$ cat src/rtl/ntab_pkg.sv
package ntab_pkg;

	typedef struct packed {
		logic        mode;
		logic [7:0]  sender_id;
		logic [7:0]  sender_distance;
		logic [7:0]  sender_neighbors;
		logic [31:0] now_tick;
	} in_item_t;

	typedef struct packed {
		logic [2:0]  action;
		logic [2:0]  slot_written;
		logic [3:0]  neighbor_count;
		logic [3:0]  removed_count;
		logic [7:0]  wall_distance;
		logic [31:0] wall_seen_tick;
	} out_item_t;

	typedef struct packed {
		logic [7:0]  id;
		logic [31:0] tick;
		logic [7:0]  distance;
		logic [7:0]  neighbor_count;
	} entry_t;

	localparam logic [2:0] ACT_REFRESH = 3'd0;
	localparam logic [2:0] ACT_INSERT  = 3'd1;
	localparam logic [2:0] ACT_FULL    = 3'd2;
	localparam logic [2:0] ACT_WALL    = 3'd3;
	localparam logic [2:0] ACT_SWEEP   = 3'd4;

	localparam int CFG_IDX_W = 1;
	localparam logic [CFG_IDX_W-1:0] REG_WALL_ID   = 1'd0;
	localparam logic [CFG_IDX_W-1:0] REG_AGE_LIMIT = 1'd1;

	localparam logic [7:0]  WALL_ID_RST   = 8'd0;
	localparam logic [31:0] AGE_LIMIT_RST = 32'd32;

endpackage

$ cat src/rtl/neighbor_table_with_aging_unit.sv
// wall message goes straight to the result; other messages search the table, one table read per cycle
// sweep: a read and a check per entry, plus a move step per expired entry, through the single table read port
// one transaction in flight; the next is taken once the result is in the output register
// arst_n clears count, wall registers and configuration; table contents are not cleared
module neighbor_table_with_aging_unit #(
	parameter int TABLE_DEPTH = 8
) (
	input  logic                clk,
	input  logic                arst_n,
	input  logic                in_valid,
	output logic                in_stall,
	input  ntab_pkg::in_item_t  in_data,
	output logic                out_valid,
	input  logic                out_stall,
	output ntab_pkg::out_item_t out_data,
	input  logic                cfg_valid,
	output logic                cfg_ready,
	input  logic [ntab_pkg::CFG_IDX_W-1:0] cfg_index,
	input  logic [31:0]         cfg_data
);
	import ntab_pkg::*;

	localparam int IDX_W = (TABLE_DEPTH > 1) ? $clog2(TABLE_DEPTH) : 1;
	localparam int CNT_W = $clog2(TABLE_DEPTH + 1);
	localparam logic [CNT_W-1:0] DEPTH_C = CNT_W'(TABLE_DEPTH);
	localparam logic [IDX_W-1:0] LAST_SLOT = IDX_W'(TABLE_DEPTH - 1);

	typedef enum logic [5:0] {
		S_IDLE  = 6'b000001,
		S_SRCH  = 6'b000010,
		S_SWRD  = 6'b000100,
		S_SWCHK = 6'b001000,
		S_SWMV  = 6'b010000,
		S_DONE  = 6'b100000
	} state_t;

	state_t           state_q;
	in_item_t         in_q;
	logic [7:0]       wall_id_q;
	logic [31:0]      age_limit_q;
	logic [7:0]       wall_dist_q;
	logic [31:0]      wall_tick_q;
	logic [CNT_W-1:0] count_q;
	logic [CNT_W-1:0] ptr_q;
	logic [CNT_W-1:0] k_q;
	logic [CNT_W-1:0] removed_q;
	logic [IDX_W-1:0] slot_q;
	logic [2:0]       act_q;
	logic             out_valid_q;
	out_item_t        out_q;

	entry_t           mem [TABLE_DEPTH];
	entry_t           rd_data_s1;
	logic             chk_s1;
	logic [IDX_W-1:0] idx_s1;

	logic             rd_en;
	logic [IDX_W-1:0] rd_addr;
	logic             wr_en;
	logic [IDX_W-1:0] wr_addr;
	entry_t           wr_data;

	logic             in_acc;
	logic             out_free;
	logic             hit;
	logic             miss;
	logic             expired;
	logic [31:0]      age;
	logic [CNT_W-1:0] cnt_m1;
	logic [CNT_W-1:0] k_m1;
	logic [IDX_W-1:0] last_idx;
	logic [IDX_W-1:0] k_idx;
	logic [IDX_W+2:0] slot_ext;
	logic [CNT_W+3:0] count_ext;
	logic [CNT_W+3:0] removed_ext;
	entry_t           msg_entry;

	assign in_stall  = (state_q != S_IDLE);
	assign in_acc    = in_valid && !in_stall;
	assign cfg_ready = 1'b1;
	assign out_valid = out_valid_q;
	assign out_data  = out_q;
	assign out_free  = !out_valid_q || !out_stall;

	assign cnt_m1   = count_q - 1'b1;
	assign k_m1     = k_q - 1'b1;
	assign last_idx = cnt_m1[IDX_W-1:0];
	assign k_idx    = k_m1[IDX_W-1:0];

	assign hit     = chk_s1 && (rd_data_s1.id == in_q.sender_id);
	assign miss    = !hit && (ptr_q >= count_q);
	assign age     = in_q.now_tick - rd_data_s1.tick;
	assign expired = age > age_limit_q;

	assign msg_entry = '{id: in_q.sender_id, tick: in_q.now_tick,
		distance: in_q.sender_distance, neighbor_count: in_q.sender_neighbors};

	assign slot_ext    = {3'b000, slot_q};
	assign count_ext   = {4'b0000, count_q};
	assign removed_ext = {4'b0000, removed_q};

	// table port control
	always_comb begin
		rd_en   = 1'b0;
		rd_addr = ptr_q[IDX_W-1:0];
		wr_en   = 1'b0;
		wr_addr = idx_s1;
		wr_data = msg_entry;
		case (state_q)
			S_SRCH: begin
				rd_en = ptr_q < count_q;
				if (hit) begin
					wr_en = 1'b1;
				end else if (miss) begin
					wr_en   = 1'b1;
					wr_addr = (count_q < DEPTH_C) ? count_q[IDX_W-1:0] : LAST_SLOT;
				end
			end
			S_SWRD: begin
				rd_en   = (k_q != '0);
				rd_addr = k_idx;
			end
			S_SWCHK: begin
				rd_en   = expired && (k_idx != last_idx);
				rd_addr = last_idx;
			end
			S_SWMV: begin
				wr_en   = 1'b1;
				wr_addr = k_idx;
				wr_data = rd_data_s1;
			end
			default: begin
			end
		endcase
	end

	always_ff @(posedge clk) begin
		if (wr_en) begin
			mem[wr_addr] <= wr_data;
		end
		if (rd_en) begin
			rd_data_s1 <= mem[rd_addr];
		end
		if (in_acc) begin
			in_q <= in_data;
		end
		if (state_q == S_SRCH) begin
			idx_s1 <= ptr_q[IDX_W-1:0];
		end
		if ((state_q == S_DONE) && out_free) begin
			out_q <= '{action: act_q, slot_written: slot_ext[2:0],
				neighbor_count: count_ext[3:0], removed_count: removed_ext[3:0],
				wall_distance: wall_dist_q, wall_seen_tick: wall_tick_q};
		end
	end

	always_ff @(posedge clk or negedge arst_n) begin
		if (!arst_n) begin
			state_q     <= S_IDLE;
			wall_id_q   <= WALL_ID_RST;
			age_limit_q <= AGE_LIMIT_RST;
			wall_dist_q <= '0;
			wall_tick_q <= '0;
			count_q     <= '0;
			ptr_q       <= '0;
			k_q         <= '0;
			removed_q   <= '0;
			slot_q      <= '0;
			act_q       <= ACT_REFRESH;
			chk_s1      <= 1'b0;
			out_valid_q <= 1'b0;
		end else begin
			if (cfg_valid && cfg_ready) begin
				case (cfg_index)
					REG_WALL_ID:   wall_id_q   <= cfg_data[7:0];
					REG_AGE_LIMIT: age_limit_q <= cfg_data;
					default: begin
					end
				endcase
			end

			if ((state_q == S_DONE) && out_free) begin
				out_valid_q <= 1'b1;
			end else if (out_valid_q && !out_stall) begin
				out_valid_q <= 1'b0;
			end

			case (state_q)
				S_IDLE: begin
					if (in_acc) begin
						removed_q <= '0;
						slot_q    <= '0;
						if (in_data.mode) begin
							k_q     <= count_q;
							state_q <= S_SWRD;
						end else if (in_data.sender_id == wall_id_q) begin
							wall_dist_q <= in_data.sender_distance;
							wall_tick_q <= in_data.now_tick;
							act_q       <= ACT_WALL;
							state_q     <= S_DONE;
						end else begin
							ptr_q   <= '0;
							chk_s1  <= 1'b0;
							state_q <= S_SRCH;
						end
					end
				end
				S_SRCH: begin
					chk_s1 <= rd_en;
					if (rd_en) begin
						ptr_q <= ptr_q + 1'b1;
					end
					if (hit) begin
						act_q   <= ACT_REFRESH;
						slot_q  <= idx_s1;
						state_q <= S_DONE;
					end else if (miss) begin
						if (count_q < DEPTH_C) begin
							act_q   <= ACT_INSERT;
							slot_q  <= count_q[IDX_W-1:0];
							count_q <= count_q + 1'b1;
						end else begin
							act_q  <= ACT_FULL;
							slot_q <= LAST_SLOT;
						end
						state_q <= S_DONE;
					end
				end
				S_SWRD: begin
					if (k_q == '0) begin
						act_q   <= ACT_SWEEP;
						state_q <= S_DONE;
					end else begin
						state_q <= S_SWCHK;
					end
				end
				S_SWCHK: begin
					if (expired) begin
						removed_q <= removed_q + 1'b1;
						if (k_idx != last_idx) begin
							state_q <= S_SWMV;
						end else begin
							count_q <= cnt_m1;
							k_q     <= k_m1;
							state_q <= S_SWRD;
						end
					end else begin
						k_q     <= k_m1;
						state_q <= S_SWRD;
					end
				end
				S_SWMV: begin
					count_q <= cnt_m1;
					k_q     <= k_m1;
					state_q <= S_SWRD;
				end
				S_DONE: begin
					if (out_free) begin
						state_q <= S_IDLE;
					end
				end
				default: begin
					state_q <= S_IDLE;
				end
			endcase
		end
	end

	a_count_bound: assert property (@(posedge clk) disable iff (!arst_n)
		count_q <= DEPTH_C)
		else $error("neighbor count above table depth");

	a_read_in_range: assert property (@(posedge clk) disable iff (!arst_n)
		rd_en |-> (rd_addr < count_q))
		else $error("table read beyond valid entries");

	a_write_in_range: assert property (@(posedge clk) disable iff (!arst_n)
		(wr_en && (state_q == S_SWMV)) |-> (wr_addr < last_idx))
		else $error("sweep move targets the last entry or beyond");

	a_result_from_done: assert property (@(posedge clk) disable iff (!arst_n)
		$rose(out_valid_q) |-> $past(state_q == S_DONE))
		else $error("result raised outside completion");

endmodule

$ cat config.mk
export PLATFORM = sky130hd
export DESIGN_NAME = neighbor_table_with_aging_unit
export DESIGN_NICKNAME = d
export VERILOG_FILES = /design/src/rtl/ntab_pkg.sv /design/src/rtl/neighbor_table_with_aging_unit.sv
export SDC_FILE = /design/constraint.sdc
export NUM_CORES = 1
export LEC_CHECK = 0
export BUFFER_PORTS_ARGS = -buffer_cell sky130_fd_sc_hd__buf_2
export CAP_MARGIN = 20
export CORE_MARGIN = 3
export CORE_UTILIZATION = 60
export CTS_CLUSTER_DIAMETER = 80
export CTS_CLUSTER_SIZE = 30
export DETAILED_ROUTE_END_ITERATION = 12
export GPL_ROUTABILITY_DRIVEN = 0
export PLACE_DENSITY_LB_ADDON = 0.3
export SLEW_MARGIN = 0
export SYNTH_ARGS = -nofsm -noshare
export SYNTH_HDL_FRONTEND = slang
export SYNTH_SLANG_ARGS = --single-unit
$ cat constraint.sdc
create_clock -name clk -period 15.5 [get_ports clk]
set_clock_uncertainty 0.2 [all_clocks]
set_input_delay 1.55 -clock clk [delete_from_list [all_inputs] [get_ports clk]]
set_output_delay 1.55 -clock clk [all_outputs]
set_load 0.01 [all_outputs]
==> impl_metrics.tcl, run 1 <==
set metrics [dict create \
    final_antenna_net_count 0 \
    synth_edf_count 457 \
    avgSynthCellArea_um2 12.39 \
    syn_inst 1987 \
    htree_levels 1 \
    layoutNonFillerInstCount 2640 \
    synth_area_um2 24620 \
    power.leakage_nw 10.63 \
    ir_drop_mv 0.1407 \
    cts_buffers 26 \
    holdCritPathClass "flop to flop" \
    place_inst 2591 \
    cts_hold_buf 0 \
    first_iter_violations 1586 \
    vias 15799 \
    register_area_um2 16480 \
    p_per_area_nw_per_um2 171.6 \
    fmaxAchievable_ghz 0.1458 \
    yosysUniqueCellTypes 70 \
    drive_gt1_share_pct 15.51 \
    worst_pin_slew_ps 1233 \
    setup_tns_ps 0 \
    clk_pin_slew_worst_paths_ps 100 \
    cp_max_fo 40 \
    num_rows 73 \
    slew_viol_final 0 \
    yosysWarnings 0 \
    dieArea_um2 43500 \
    grt_pass1_vias 15636 \
    cts.sinks 567 \
    start_util_pct 61.40 \
    synthFlopType "edfxtp_1" \
    antenna_cells 0 \
    synth_nets 2155 \
    worstPathArrival_ps 6910 \
    required_ps 15550 \
    root_buffer "clkbuf_16" \
    vias_per_cell 5.984 \
    max_cap_violations 0 \
    endpoint_kind "flop" \
    setup_violations 0 \
    grt_overflow 0 \
    post-dp-hpwl_um 33740 \
    synthArstFlopShare_pct 19.40 \
    cts_tree "yes" \
    grt_pass1_wl_um 85160 \
    path_class "flop to flop" \
    antenna_found_initial 0 \
    drc_errors 0 \
    ys_seq_elements 567 \
    rrSetupSlack_ps 8640 \
    status "complete, no violations" \
    drt-pass1-iter-count 5 \
    grt_use_total_pct 24.65 \
    io_pins 152 \
    wl_per_cell_um 20.39 \
    fin_crit_ps 6856 \
    die_height_um 208.6 \
    cts_resized 0 \
    fillers 2810 \
    numPortBuffers 142 \
    worstSkewPairLatency_ps 600 \
    hold_viol 0 \
    grt_max_degree 100 \
    slew_headroom_pct 16.93 \
    clockBufferDepth 3 \
    die_x_um 208.6 \
    syn2layout_area_growth_pct 8.736 \
    multiInputGateArea_um2 7511 \
    postCtsSetupBuffers 0 \
    routed_wl_um 53830 \
    start_kind "flop" \
    finalCoreUtilization_pct 66.76 \
    yosysSeqAreaShare_pct 66.93 \
    rsz0062_at_grt "false" \
    core_um2 40100 \
    fin_nets 2263 \
    finalCritPeriodShare_pct 44.24 \
]
[critical path: stages (launching register included)]
cell and delay [ps]:
edfxtp_1 410, inv_1 80, ha_1 170, inv_1 60, fa_1 400, a21o_1 190, and4_1 230, o211ai_1 490
nand3_1 200, o211ai_1 260, o21ai_1 210, a211oi_1 260, o21ai_0 160, xor2_1 290, ha_1 310, nand3_1 130
nor3_1 80, a221oi_1 630, nand2_1 160, nor3_2 470, nor3b_2 210, or3_2 510, buf_4 370
[flip-flops by register name (all words and copies together), names as in the netlist, 6 cells and up]
name / flops
out_data: 54
wall_tick_q: 32
age_limit_q: 32
in_q: 40
wall_id_q: 8
wall_dist_q: 8
mem: 320
rd_data_s1: 40
state_q: 6
[Yosys cell counts, drive strengths merged (2+ instances only)]
cell type,n,area share [%]
a2111oi,2,0.071
a211oi,4,0.12
a21o,22,0.67
a21oi,48,1.0
a31oi,13,0.33
and2,5,0.13
and4,2,0.071
buf,57,1.3
clkbuf,28,0.43
dfrtp,108,11
dfstp,2,0.21
edfxtp,457,56
ha,72,3.7
inv,88,1.3
mux2,90,4.1
nand2,441,6.7
nand2b,4,0.10
nand3,223,4.5
nand3b,7,0.21
nand4,12,0.30
nor2,46,0.73
nor2b,5,0.13
nor3,17,0.37
nor3b,4,0.21
nor4,7,0.20
o2111ai,2,0.071
o211a,2,0.081
o211ai,2,0.061
o21a,7,0.21
o21ai,101,2.1
o21bai,4,0.12
o221a,4,0.18
o221ai,3,0.11
o22a,4,0.14
o22ai,4,0.10
o31ai,4,0.12
o41ai,4,0.14
or2,2,0.051
or3,4,0.10
or4,2,0.076
xnor2,49,1.7
xor2,9,0.32
[power by group]
part           internal (W)  switching (W)  leakage [nW]
Clock              0.000350       0.000485         0.421
Sequential          0.00190      0.0000931          5.59
Combinational      0.000625        0.00114          4.63
Total               0.00287        0.00172          10.6
[layer usage]
layer  routed length, µm  GRT usage, %  share of wire, %
met3                4250         3.770               7.9
met2               25960         40.66                48
met5                   0             0                 0
met1               22250         34.80                41
met4                1368         6.721               2.5
[cell type report]
cell class              count  area share, %
clock buffers              37          2.702
flip-flops and latches    567          61.56
repair buffers            165          3.459
well taps                 525          2.454
inverters                  88          1.234
clock inverters            11         0.5375
multi-input cells        1247          28.06
[cell families after synthesis]
kind of cell             after synthesis  synth area share, %
AO/OA/AOI/OAI                        241                6.028
XOR/XNOR                              58                2.063
adder cells (fa/ha/maj)               73                3.741
buffers and inverters                173                3.044
flip-flops                           567                66.93
multiplexers                          91                4.157
other                                  1              0.01523
AND/OR/NAND/NOR                      783                14.02
[stage by stage]
stage	area, µm²	hold slack (ps)	power (W)	setup WS [ps]
finish	26770	253.1	0.004594	8644
global route	26770	259.7	0.004900	8293
CTS	26740	250.6	0.004592	8721
detailed placement	25870	225.1	0.003764	8755
global placement	25850	222.5	0.003674	8886
floorplan	24620	219.4	0.003302	10130
[final timing paths]
check                                                   end  cells past startpoint                        start
worst max-delay path               rd_data_s1[40]$_DFFE_PP_                     22            in_q[0]$_DFFE_PP_
worst min-delay path                 out_data[17]$_DFFE_PP_                      0  wall_tick_q[17]$_DFFE_PN0P_
worst max register to register     rd_data_s1[40]$_DFFE_PP_                     22            in_q[0]$_DFFE_PP_
worst min register to register       out_data[17]$_DFFE_PP_                      0  wall_tick_q[17]$_DFFE_PN0P_
max in group asynchronous          wall_id_q[7]$_DFFE_PN0P_                      2                       arst_n
min in group asynchronous       wall_tick_q[12]$_DFFE_PN0P_                      1                       arst_n
[cell usage in the layout, fill, tap and decap left out, types with 12 or more instances in the layout]
cell	count
a21o_1	20
a21oi_1	44
a31oi_1	13
buf_2	141
buf_4	22
clkbuf_16	27
dfrtp_1	108
edfxtp_1	457
ha_1	72
inv_1	88
mux2_2	90
nand2_1	440
nand3_1	222
nand4_1	12
nor2_1	35
nor3_1	16
o21ai_0	59
o21ai_1	42
xnor2_1	49
No activity file was read; power rests on OpenSTA's default activity.
==> run 2: changes to the inputs <==
clock period = 6.75 ns   (was 15.5 ns; I/O delays follow)
==> impl_metrics.tcl, run 2 (synthesized netlist as in run 1, its figures left out) <==
set metrics [dict create \
    grt_max_degree 103 \
    fmaxAchievable_ghz 0.1582 \
    start_util_pct 61.40 \
    setup_ws_ps 430.7 \
    mostFrequentLayoutCells "edfxtp_1, nand2_1, nand3_1" \
    vias 15725 \
    syn2layout_area_growth_pct 9.057 \
    setup_violations 0 \
    rsz0062_at_grt "false" \
    endpoint_kind "flop" \
    slew_viol_final 0 \
    register_area_um2 16480 \
    worst_pin_slew_ps 1173 \
    largest_register_ffs 320 \
    numPortBuffers 142 \
    setup_tns_ps 0 \
    first_iter_violations 1646 \
    post-dp-hpwl_um 34290 \
    wl_per_cell_um 20.76 \
    ir_drop_mv 0.3863 \
    cts.sinks 567 \
    fin_area_um2 26850 \
    multiInputGateArea_um2 7511 \
    grt_pass1_vias 15720 \
    final_common_cell "edfxtp_1" \
    vias_per_cell 5.950 \
    grt_use_total_pct 24.90 \
    grt_overflow 0 \
    antenna_found_initial 0 \
    dp_slack_ps 560.9 \
    start_kind "flop" \
    largest_register "mem" \
    htree_levels 1 \
    hold_viol 0 \
    routed_wl_um 54880 \
    p_total_w 0.01063 \
    core_um2 40100 \
    path_class "flop to flop" \
    antenna_cells 0 \
    die_height_um 208.6 \
    drive_gt1_share_pct 15.68 \
    holdCritPathClass "input port to flop" \
    root_buffer "clkbuf_16" \
    fillers 2858 \
    clockBufferDepth 3 \
    cts_buffers 27 \
    fin_crit_ps 6319 \
    slew_headroom_pct 20.97 \
    cts_resized 0 \
    status "complete, no violations" \
    drt-pass1-iter-count 5 \
    cp_max_fo 40 \
    finalCritPeriodShare_pct 93.62 \
    dieArea_um2 43500 \
    grt_pass1_wl_um 85930 \
    cts_tree "yes" \
    worstSkewPairLatency_ps 610 \
    io_pins 152 \
    final_antenna_net_count 0 \
    die_x_um 208.6 \
    clk_pin_slew_worst_paths_ps 110 \
    holdWs_ps 66.33 \
    p_per_area_nw_per_um2 396.0 \
    max_cap_violations 0 \
    worstPathArrival_ps 6430 \
    required_ps 6860 \
    placed_cell_area_um2 25890 \
    power.leakage_nw 10.67 \
    drc_errors 0 \
    num_rows 73 \
    fin_nets 2266 \
]
## run 2: changes by cell type in the layout (fill, tap and decap cells not counted), sizes merged
cell         change
clkbuf           -1
inv              +1
dlygate4sd3      +1
clkinvlp         +1
clkinv           +1
## run 2: what timing repair did
action	4_1_cts	5_1_grt
hold buffers	1	0
endpoints found under the hold margin	42	0
setup buffers	0	0
## run 2: power by group
| group | total (W) | switching (W) | internal [W] |
|---|---|---|---|
| combinational | 0.00408 | 0.00265 | 0.00143 |
| clock | 0.00199 | 0.00117 | 0.000817 |
| sequential | 0.00457 | 0.000211 | 0.00436 |
## run 2: routing by layer
| metal | GRT usage (%) | vias to the layer above | wire [µm] |
|---|---|---|---|
| met5 | 0 | - | 0 |
| met3 | 3.905 | 87 | 3907 |
| li1 | - | 7322 | - |
| met2 | 41.32 | 604 | 26700 |
| met4 | 6.952 | 0 | 1511 |
| met1 | 34.78 | 7712 | 22760 |
## run 2: critical path: stages, from the launching register on
cell and delay, ps:
edfxtp_1 390, inv_1 70, ha_1 190, inv_1 70
fa_1 410, a21o_1 200, and4_1 240, o211ai_1 420
a31o_2 250, a31oi_1 110, o31ai_1 460, a21oi_1 130
nor2_1 140, xnor2_1 130, ha_1 260, nand3_1 100
o221a_1 210, o21ai_0 90, a221oi_1 260, buf_4 190
nand2_1 60, nor3_2 460, nor3b_2 200, or3_2 550
buf_12 230
## run 2: final timing paths
kind	slack, ps	depth (start not counted)	end	from
worst min-delay path	70	1	in_q[8]$_DFFE_PP_	in_data[8]
worst max-delay path	430	24	rd_data_s1[31]$_DFFE_PP_	in_q[0]$_DFFE_PP_
max in group asynchronous	4630	3	age_limit_q[4]$_DFFE_PN0P_	arst_n
worst min register to register	250	0	out_data[21]$_DFFE_PP_	wall_tick_q[21]$_DFFE_PN0P_
worst max register to register	430	24	rd_data_s1[31]$_DFFE_PP_	in_q[0]$_DFFE_PP_
min in group asynchronous	400	2	wall_dist_q[0]$_DFFE_PN0P_	arst_n
## run 2: layout make-up
class,instances,share of cell area (%)
inverter,88,1.230
multi-input combinational,1247,27.98
clock buffer,35,2.666
clock inverter,14,0.7550
timing repair buffer,167,3.551
sequential,567,61.38
tap,525,2.447
## run 2: through the flow
step	utilization, %	std cells
2_1_floorplan	-	1987
3_3_place_gp	64.57	2591
3_5_place_dp	64.57	2591
4_1_cts	66.89	2641
5_1_grt	66.96	2643
6_report	66.96	2643
